$ cat src/design/assert_macros.svh
`ifndef ASSERT_MACROS_SVH
`define ASSERT_MACROS_SVH

// Checks sampled on clock, muted while reset is high.

// Antecedent holds now, consequent must hold in the next cycle.
`define ASSERT_NEXT(label, ante, cons, msg) \
   label: assert property (@(posedge clock) disable iff (reset) (ante) |=> (cons)) \
      else $error(msg);

// Antecedent holds now, consequent must hold in the same cycle.
`define ASSERT_NOW(label, ante, cons, msg) \
   label: assert property (@(posedge clock) disable iff (reset) (ante) |-> (cons)) \
      else $error(msg);

`endif

$ cat src/design/ile_pkg.sv
`timescale 1ns / 1ps
`default_nettype none

package ile_pkg;

   localparam int DEPTH_DEFAULT     = 16;
   localparam int WORD_BITS_DEFAULT = 32;

   localparam int POS_BITS   = 5;
   localparam int ELEM_BITS  = 32;
   localparam int COUNT_BITS = 5;

   typedef enum logic [2:0] {
      CMD_PUSH   = 3'd0,
      CMD_POP    = 3'd1,
      CMD_READ   = 3'd2,
      CMD_INSERT = 3'd3,
      CMD_REMOVE = 3'd4,
      CMD_CLEAR  = 3'd5
   } cmd_type;

   typedef enum logic [1:0] {
      ST_OK      = 2'd0,
      ST_INVALID = 2'd1,
      ST_FULL    = 2'd2
   } status_type;

   typedef enum logic {
      FSM_IDLE = 1'b0,
      FSM_EXEC = 1'b1
   } fsm_type;

   typedef struct packed {
      cmd_type               cmd;
      logic [POS_BITS-1:0]   position;
      logic [ELEM_BITS-1:0]  element;
   } req_item_type;

   typedef struct packed {
      logic [ELEM_BITS-1:0]  word_out;
      status_type            status;
      logic [COUNT_BITS-1:0] count;
   } rsp_item_type;

   // controller -> datapath
   typedef struct packed {
      logic load;   // capture the request
      logic exec;   // apply it to the row and latch the result
   } ctl_cmd_type;

endpackage

`default_nettype wire

$ cat src/design/indexed_list_engine_core.sv
`timescale 1ns / 1ps
`default_nettype none

// channel   ports                          transfer when
// -------   -----------------------------  ---------------------------------
// request   start, busy, req_item          start high and busy low at edge
// response  rsp_strobe, rsp_item           rsp_strobe high (one cycle only)
//
// A command is captured while idle, then applied in the exec state to the
// register row, where insert and remove shift all slots in parallel.
// rsp_strobe rises the cycle after execution, the same cycle busy drops,
// so a new command may be taken while the result is shown.
// reset (synchronous) empties the list and idles the controller; slot
// contents are not cleared, so no clearing pass is needed.
// The receiver cannot stall; each result is shown for one cycle only.

module indexed_list_engine_core
   import ile_pkg::*;
#(
   parameter int DEPTH     = DEPTH_DEFAULT,
   parameter int WORD_BITS = WORD_BITS_DEFAULT
) (
   input  wire          clock,
   input  wire          reset,
   input  wire          start,
   output logic         busy,
   input  req_item_type req_item,
   output logic         rsp_strobe,
   output rsp_item_type rsp_item
);

   // load/exec from the controller drive the datapath
   ctl_cmd_type ctl;

   ile_ctrl u_ctrl (
      .clock      (clock),
      .reset      (reset),
      .start      (start),
      .busy       (busy),
      .ctl        (ctl),
      .rsp_strobe (rsp_strobe)
   );

   // holds the list (slot row plus fill count) and the result register
   ile_datapath #(
      .DEPTH     (DEPTH),
      .WORD_BITS (WORD_BITS)
   ) u_datapath (
      .clock    (clock),
      .reset    (reset),
      .ctl      (ctl),
      .req_item (req_item),
      .rsp_item (rsp_item)
   );

endmodule

`default_nettype wire

$ cat src/design/ile_datapath.sv
`timescale 1ns / 1ps
`default_nettype none

module ile_datapath
   import ile_pkg::*;
#(
   parameter int DEPTH     = DEPTH_DEFAULT,
   parameter int WORD_BITS = WORD_BITS_DEFAULT
) (
   input  wire          clock,
   input  wire          reset,
   input  ctl_cmd_type  ctl,
   input  req_item_type req_item,
   output rsp_item_type rsp_item
);

   localparam int IDX_BITS  = (DEPTH > 1) ? $clog2(DEPTH) : 1;
   localparam int FILL_BITS = $clog2(DEPTH + 1);
   localparam int CMP_BITS  = (FILL_BITS > POS_BITS) ? FILL_BITS : POS_BITS;

   req_item_type         req_ff;
   rsp_item_type         rsp_ff;
   logic [FILL_BITS-1:0] fill_ff;
   logic [WORD_BITS-1:0] slot_ff [DEPTH];

   logic [CMP_BITS-1:0]  pos_x;
   logic [CMP_BITS-1:0]  fill_x;
   logic [CMP_BITS-1:0]  ins_pos;
   logic [IDX_BITS-1:0]  rd_idx;
   logic [WORD_BITS-1:0] rd_word;
   logic [WORD_BITS-1:0] elem_w;
   logic [FILL_BITS-1:0] fill_in;
   logic [FILL_BITS-1:0] fill_dec;
   logic                 full;
   logic                 empty;
   logic                 do_ins;
   logic                 do_rem;
   logic                 do_rd;
   status_type           status;

   assign pos_x    = CMP_BITS'(req_ff.position);
   assign fill_x   = CMP_BITS'(fill_ff);
   assign fill_dec = fill_ff - FILL_BITS'(1);
   assign full     = (fill_ff == FILL_BITS'(DEPTH));
   assign empty    = (fill_ff == '0);
   assign elem_w   = WORD_BITS'(req_ff.element);
   assign rd_word  = slot_ff[rd_idx];

   always_comb begin
      do_ins  = 1'b0;
      do_rem  = 1'b0;
      do_rd   = 1'b0;
      ins_pos = pos_x;
      rd_idx  = IDX_BITS'(pos_x);
      fill_in = fill_ff;
      status  = ST_OK;
      case (req_ff.cmd)
         CMD_PUSH: begin
            ins_pos = fill_x;
            if (full) begin
               status = ST_FULL;
            end else begin
               do_ins  = 1'b1;
               fill_in = fill_ff + FILL_BITS'(1);
            end
         end
         CMD_POP: begin
            rd_idx = IDX_BITS'(fill_dec);
            if (empty) begin
               status = ST_INVALID;
            end else begin
               do_rd   = 1'b1;
               fill_in = fill_dec;
            end
         end
         CMD_READ: begin
            if (pos_x >= fill_x) begin
               status = ST_INVALID;
            end else begin
               do_rd = 1'b1;
            end
         end
         CMD_INSERT: begin
            if (pos_x > fill_x) begin
               status = ST_INVALID;
            end else if (full) begin
               status = ST_FULL;
            end else begin
               do_ins  = 1'b1;
               fill_in = fill_ff + FILL_BITS'(1);
            end
         end
         CMD_REMOVE: begin
            if (pos_x >= fill_x) begin
               status = ST_INVALID;
            end else begin
               do_rd   = 1'b1;
               do_rem  = 1'b1;
               fill_in = fill_dec;
            end
         end
         CMD_CLEAR: begin
            fill_in = '0;
         end
         default: begin
            status = ST_INVALID;
         end
      endcase
   end

   // register row: every slot picks hold, new word, lower or upper neighbor
   for (genvar gi = 0; gi < DEPTH; gi++) begin : g_slot
      // end slots point the missing neighbor at themselves; that select never fires
      localparam int LO_IDX = (gi == 0) ? 0 : gi - 1;
      localparam int HI_IDX = (gi == DEPTH - 1) ? gi : gi + 1;

      logic take_elem;
      logic take_lo;
      logic take_hi;

      assign take_elem = do_ins && (CMP_BITS'(gi) == ins_pos);
      assign take_lo   = do_ins && (CMP_BITS'(gi) > ins_pos) && (CMP_BITS'(gi) <= fill_x);
      assign take_hi   = do_rem && (CMP_BITS'(gi) >= pos_x)
                         && (CMP_BITS'(gi + 1) < fill_x);

      always_ff @(posedge clock) begin
         if (ctl.exec) begin
            if (take_elem) begin
               slot_ff[gi] <= elem_w;
            end else if (take_lo) begin
               slot_ff[gi] <= slot_ff[LO_IDX];
            end else if (take_hi) begin
               slot_ff[gi] <= slot_ff[HI_IDX];
            end
         end
      end
   end

   always_ff @(posedge clock) begin
      if (reset) begin
         fill_ff <= '0;
      end else if (ctl.exec) begin
         fill_ff <= fill_in;
      end
   end

   always_ff @(posedge clock) begin
      if (ctl.load) begin
         req_ff <= req_item;
      end
      if (ctl.exec) begin
         rsp_ff.word_out <= do_rd ? ELEM_BITS'(rd_word) : '0;
         rsp_ff.status   <= status;
         rsp_ff.count    <= COUNT_BITS'(fill_in);
      end
   end

   assign rsp_item = rsp_ff;

endmodule

`default_nettype wire

$ cat src/design/ile_ctrl.sv
`timescale 1ns / 1ps
`default_nettype none
`include "assert_macros.svh"

module ile_ctrl
   import ile_pkg::*;
(
   input  wire         clock,
   input  wire         reset,
   input  wire         start,
   output logic        busy,
   output ctl_cmd_type ctl,
   output logic        rsp_strobe
);

   fsm_type state_ff;
   fsm_type state_in;
   logic    strobe_ff;
   logic    strobe_in;

   always_ff @(posedge clock) begin
      if (reset) begin
         state_ff  <= FSM_IDLE;
         strobe_ff <= 1'b0;
      end else begin
         state_ff  <= state_in;
         strobe_ff <= strobe_in;
      end
   end

   always_comb begin
      state_in  = state_ff;
      busy      = 1'b0;
      ctl.load  = 1'b0;
      ctl.exec  = 1'b0;
      case (state_ff)
         FSM_IDLE: begin
            if (start) begin
               ctl.load = 1'b1;
               state_in = FSM_EXEC;
            end
         end
         FSM_EXEC: begin
            busy     = 1'b1;
            ctl.exec = 1'b1;
            state_in = FSM_IDLE;
         end
         default: begin
            state_in = FSM_IDLE;
         end
      endcase
      strobe_in = ctl.exec;
   end

   assign rsp_strobe = strobe_ff;

   `ASSERT_NEXT(a_accept_execs, start && !busy, ctl.exec, "accepted command not executed")
   `ASSERT_NEXT(a_exec_strobes, ctl.exec, rsp_strobe, "executed command gave no result")
   `ASSERT_NEXT(a_single_strobe, rsp_strobe, !rsp_strobe, "result strobe repeated")
   `ASSERT_NOW(a_no_load_busy, ctl.load, !busy && !ctl.exec, "load while busy")

endmodule

`default_nettype wire

$ cat config.mk
export PLATFORM = sky130hd
export DESIGN_NAME = indexed_list_engine_core
export DESIGN_NICKNAME = d
export VERILOG_FILES = /design/src/design/ile_pkg.sv /design/src/design/indexed_list_engine_core.sv /design/src/design/ile_datapath.sv /design/src/design/ile_ctrl.sv
export VERILOG_INCLUDE_DIRS = /design/src /design/src/design
export SDC_FILE = /design/constraint.sdc
export NUM_CORES = 1
export LEC_CHECK = 0
export ABC_CLOCK_PERIOD_IN_PS = 6090
export BUFFER_PORTS_ARGS = -buffer_cell sky130_fd_sc_hd__buf_4
export CAP_MARGIN = 10
export CELL_PAD_IN_SITES_DETAIL_PLACEMENT = 0
export CELL_PAD_IN_SITES_GLOBAL_PLACEMENT = 1
export CORE_MARGIN = 3
export CORE_UTILIZATION = 44
export DETAILED_ROUTE_END_ITERATION = 6
export PLACE_DENSITY = 0.73
export SLEW_MARGIN = 20
export SYNTH_ARGS = -nofsm -noshare
export SYNTH_HDL_FRONTEND = slang
export SYNTH_SLANG_ARGS = --single-unit
$ cat constraint.sdc
create_clock -name clock -period 6.09 [get_ports clock]
set_clock_uncertainty 0.1 [all_clocks]
set_input_delay 1.218 -clock clock [delete_from_list [all_inputs] [get_ports clock]]
set_output_delay 1.218 -clock clock [all_outputs]
set_load 0.02 [all_outputs]
=== Word-level counts from Yosys, hierarchy flattened ===
Memory sizes are Yosys's and may differ from the RTL's. A register that Yosys moved wholly into a read port is not among the register bits.
Cells that the tools add are included.
Widths: inputs -> output; s select.

* Bits in registers: 54
* Memory bits (writable): 512
* Input bits: 43
* Word-level logic and storage cells: 463
* Memories kept: 1

* Add/sub/neg operators: 2
* Magnitude comparators: 66
* Eq/ne operators: 21
* Muxes and demuxes: 247
* Bitwise gates (word level): 33
* Reduce and logical (&&, ||, !) cells: 85

{| class="wikitable"
|+ Memory list
! memory !! depth !! width !! read ports !! clocked after memory_dff !! write ports !! line !! source
|-
| u_datapath.slot_ff || 16 || 32 || 17 || 1 || 16 || ile_datapath.sv:24 || <nowiki>logic [WORD_BITS-1:0] slot_ff [DEPTH];</nowiki>
|}

{| class="wikitable"
|+ Operators by type and width
! cell !! number
|-
| $mux 32 || 32
|-
| $mux 1 || 202
|-
| $logic_and 1x1->1 || 80
|-
| $eq 4x5->1 const A || 8
|-
| $ge 4x5->1 const A || 8
|-
| $gt 4x5->1 const A || 8
|-
| $le 4x5->1 const A || 8
|-
| $lt 4x5->1 const A || 8
|-
| $or 1x1->1 || 32
|-
| $mux 5 || 5
|-
| $pmux 5 s5 || 1
|-
| $eq 3x5->1 const A || 4
|-
| $ge 3x5->1 const A || 4
|-
| $gt 3x5->1 const A || 4
|-
| $le 3x5->1 const A || 4
|-
| $lt 3x5->1 const A || 4
|-
| $eq 2x5->1 const A || 2
|-
| $ge 1x5->1 const A || 2
|-
| $ge 2x5->1 const A || 2
|-
| $gt 1x5->1 const A || 2
|-
| $gt 2x5->1 const A || 2
|-
| $le 1x5->1 const A || 2
|-
| $le 2x5->1 const A || 2
|-
| $logic_not 5->1 || 2
|-
| 20 further kinds || 26
|}

=== Logic depth before layout (Yosys ltp) ===
* Depth after elaboration: 12
* Depth in mapped cells: 13
* Gate-level depth less buffers: 8

=== Cells and area by module ===
A second synthesis with hierarchy kept.

* Cells, all modules: 3264
* Area total of the unflattened synthesis: 35168.7 sq um

{| class="wikitable"
|+ Modules (own cells, without submodules)
! module !! times used !! cells each !! area each (sq um) !! seq. area each (sq um)
|-
| ile_datapath || 1 || 3257 || 35086.2 || 17847.1
|-
| ile_ctrl || 1 || 7 || 82.6 || 40.0
|}

=== Worst setup path before layout ===
No wires, ideal clock.

* Kind: register to register
* From: register u_datapath.fill_ff[1]
* To: memory u_datapath.slot_ff[9][0] (netlist bit), enable pin
* Arrival: 5.147 ns
* Required time: 5.520 ns
* Setup slack: 0.374 ns
* Cell stages (with the launch flop): 12
* Path buffers: 3
* Cell sequence: dfxtp_1 clkbuf_1 clkbuf_1 inv_1 ha_1 nor2b_1 o21ai_1 a211oi_4 buf_4 nor2_1 nand2_1 o31ai_1

{| class="wikitable"
|+ RTL lines
! element !! line !! source
|-
| start, declared || ile_datapath.sv:23 || <nowiki>logic [FILL_BITS-1:0] fill_ff;</nowiki>
|-
| start signal, assigned || ile_datapath.sv:143 || <nowiki>fill_ff <= fill_in;</nowiki>
|-
| end, declared || ile_datapath.sv:24 ||
|}

==> flow_metrics.py <==
metrics = {
    "yosys": {
        "synth_seq_cells": 598,
        "async_reset_ff_frac": 0,
        "yosys.area.top_type": "edfxtp_1",
        "synth.avg_cell_area_um2": 10.91,
        "yosysSeqAreaShare": 0.5176,
        "synth_fp_nets": 3222,
        "synth-main-ff-cell": "edfxtp_1",
        "syn_area_um2": 34560,
        "netlist_top_cells_area": "edfxtp_1 51%, mux2i_1 8.4%, nand2_1 4.8%, mux2_2 4.4%, nor2_1 3.5%",
        "synth.distinct_cells": 83,
        "synth_top_area_frac": 0.5135,
        "synth_edf_count": 591,
        "synth-warning-count": 0,
        "syn_inst": 3169,
    },
    "timing": {
        "tightest_slew_ps": 1143,
        "rsz0062_at_grt": "false",
        "fmax_ghz": 0.2255,
        "layout_min_cycle_time_ps": 4434,
        "hold_violations": 0,
        "finalSetupViolCount": 0,
        "timing.final.crit_share": 0.7280,
        "drv_slew": 0,
        "tns_ps": 0,
        "setup_slack_ps": 1656,
        "max-slew-margin-rel": 0.2381,
    },
    "clocking": {
        "cts_resized": 0,
        "clkSinkCount": 598,
        "cts_tree": "yes",
        "path_clk_slew_ps": 60,
        "h-tree-depth": 3,
        "clock_path_buffers": 3,
        "clk-insertion-delay-late_ps": 630,
        "root_buffer": "clkbuf_16",
        "cts_hold_buf": 0,
        "post_cts_buffers": 0,
        "cts_buffers": 70,
    },
    "detailed_routing": {
        "vias": 27400,
        "drt_iter0_drc": 3044,
        "vias_per_cell": 6.505,
        "wl_per_cell_um": 28.43,
        "postRouteAntennaNets": 0,
        "drt_wl_total_mm": 119.8,
        "drc": 0,
        "drt-pass1-iter-count": 6,
    },
    "pwr": {
        "vdd_drop_max_mv": 0.1932,
        "power_w": 0.009565,
        "power_density_nw_per_um2": 249.0,
        "p_leak_nw": 13.11,
    },
    "critical_path": {
        "end_kind": "flop",
        "crit_path_start_kind": "flop",
        "crit_arrival_ps": 4570,
        "crit_type": "reg2reg",
        "path_max_fanout": 32,
        "worstPathCellList": "buf_4 > inv_1 > ha_1 > a21o_1 > a21oi_1 > buf_4 > nand3_1 > a311o_2 > nand2_2 > buf_4 > a41o_2",
        "crit_path_frequent_cell": "buf_4",
        "worstPathRequired_ps": 6230,
        "rrSetupSlack_ps": 1660,
        "cpMaxStageDelayCell": "a41o_2",
        "slowest_delay_ps": 940,
    },
    "placement": {
        "hpwlAfterDp_mm": 73.10,
        "dp_slack_ps": 1722,
        "routabilityCongestion": 0.8804,
        "port_buffers": 83,
        "dp_cells": 4085,
    },
    "grt": {
        "antenna_found_initial": 3,
        "grt_pass1_vias": 26410,
        "grt_overflow_total": 0,
        "grt_max_degree": 156,
        "grt_first_pass_wirelength_mm": 175.3,
        "grt_use_total": 0.2867,
    },
    "die": {
        "rows": 102,
        "die_area_um2": 81940,
        "die_w_um": 286.3,
        "io_pins": 84,
        "core-area_um2": 77590,
        "floorplan.initialDensity": 0.4454,
        "die_h_um": 286.3,
    },
    "job": {
        "cap_viol_max_count": 0,
    },
    "final_layout": {
        "instances_no_fill": 4212,
        "nFillCells": 7040,
        "num-nets-final": 3170,
        "final_layout_size_suffix_gt1_frac": 0.1529,
        "syn_to_final_growth_pct": 11.15,
    },
    "hold_path": {
        "hp-class": "reg2reg",
    },
    "outcome": {
        "status": "completed",
    },
}
## critical path, delay by kind of cell, from the launching register on
family | cells | cell delay [ps]
compound gates | 4 | 1920
buf+inv | 4 | 950
simple gates | 2 | 380
fa+ha+maj | 1 | 340
flops | 1 | 310
## cells in the final DEF (no fill, tap or decap), types with 90 or more instances in the layout
cell type  instances
a21oi_1          179
a31oi_1          145
buf_4            165
edfxtp_1         591
mux2_1            90
mux2_2           135
mux2i_1          290
nand2_1          444
nor2_1           316
o211ai_1         129
## layout make-up
type                            instances  area [um^2]  area share
Multi-Input combinational cell       2244        15550      0.4048
Clock buffer                           91         1872     0.04873
Timing Repair Buffer                  174         1419     0.03694
Sequential cell                       598        17890      0.4657
Clock inverter                         35        274.0    0.007133
Antenna cell                            1        2.502  0.00006514
Inverter                               29        108.9    0.002834
Tap cell                             1040         1301     0.03387
## worst paths after layout
kind / to / cells after the start / startpoint
max: u_datapath.slot_ff[13][1]$_DFFE_PP_ / 11 / u_datapath.fill_ff[3]$_SDFFE_PP0P_
min: u_datapath.slot_ff[14][23]$_DFFE_PP_ / 1 / u_datapath.slot_ff[15][23]$_DFFE_PP_
max reg2reg: u_datapath.slot_ff[13][1]$_DFFE_PP_ / 11 / u_datapath.fill_ff[3]$_SDFFE_PP0P_
min reg2reg: u_datapath.slot_ff[14][23]$_DFFE_PP_ / 1 / u_datapath.slot_ff[15][23]$_DFFE_PP_
## where the power goes
group          switching [W]  leakage [nW]  internal [W]
logic               0.000531          6.65      0.000342
registers          0.0000719          5.41       0.00457
clock network        0.00178          1.05       0.00227
total                0.00238          13.1       0.00719
## sequential cells by signal, indices dropped and copies added (netlist names)
register,cells
u_datapath.pos_x,5
u_datapath.fill_ff,5
u_ctrl.state_ff,1
u_datapath.elem_w,32
u_datapath.req_ff,3
u_datapath.slot_ff,512
u_datapath.rsp_item,39
u_ctrl.rsp_strobe,1
## cells in the mapped netlist (10+ instances only)
library cell and instances:
a41oi_1 33, buf_2 64, a31oi_1 145, clkbuf_1 190
nor2_1 322, a22o_1 30, edfxtp_1 591, inv_1 27
a221o_1 49, nor3b_1 16, a21o_1 35, a22oi_1 18
buf_4 28, o22ai_1 20, o211ai_1 129, o311ai_1 19
mux2_1 90, ha_1 10, mux2_2 135, o22a_1 17
buf_6 11, nand3_1 18, nand2_1 446, o21ai_0 25
o21a_1 20, mux2i_1 290, o31ai_1 23, a21oi_1 180
nor3_1 42
## layer usage
layer | share of wire | track usage | vias to the layer above
met5 | 0.00026 | 0 | -
met4 | 0.038 | 0.1066 | 4
met3 | 0.090 | 0.06402 | 289
met2 | 0.45 | 0.4446 | 1439
met1 | 0.42 | 0.3941 | 13730
li1 | - | - | 11940
## cell families after synthesis
| kind of cell | count (synthesis) | share of synthesized area |
|---|---|---|
| AND/OR/NAND/NOR | 925 | 0.1157 |
| AO/OA/AOI/OAI | 786 | 0.1588 |
| flip-flops | 598 | 0.5176 |
| multiplexers | 520 | 0.1603 |
| buffers and inverters | 327 | 0.04326 |
| adder cells (fa/ha/maj) | 10 | 0.003620 |
| XOR/XNOR | 3 | 0.0007604 |
## stage by stage
stage | cell area, um^2 | util | hold WS [ps]
after floorplan | 34560 | - | 445.5
after global placement | 36240 | 0.4671 | 454.5
after detailed placement | 36250 | 0.4672 | 473.5
after CTS | 38400 | 0.4948 | 481.5
after global routing | 38410 | 0.4950 | 495.2
final | 38410 | 0.4951 | 483.6
(Power assumes the default switching activity.)
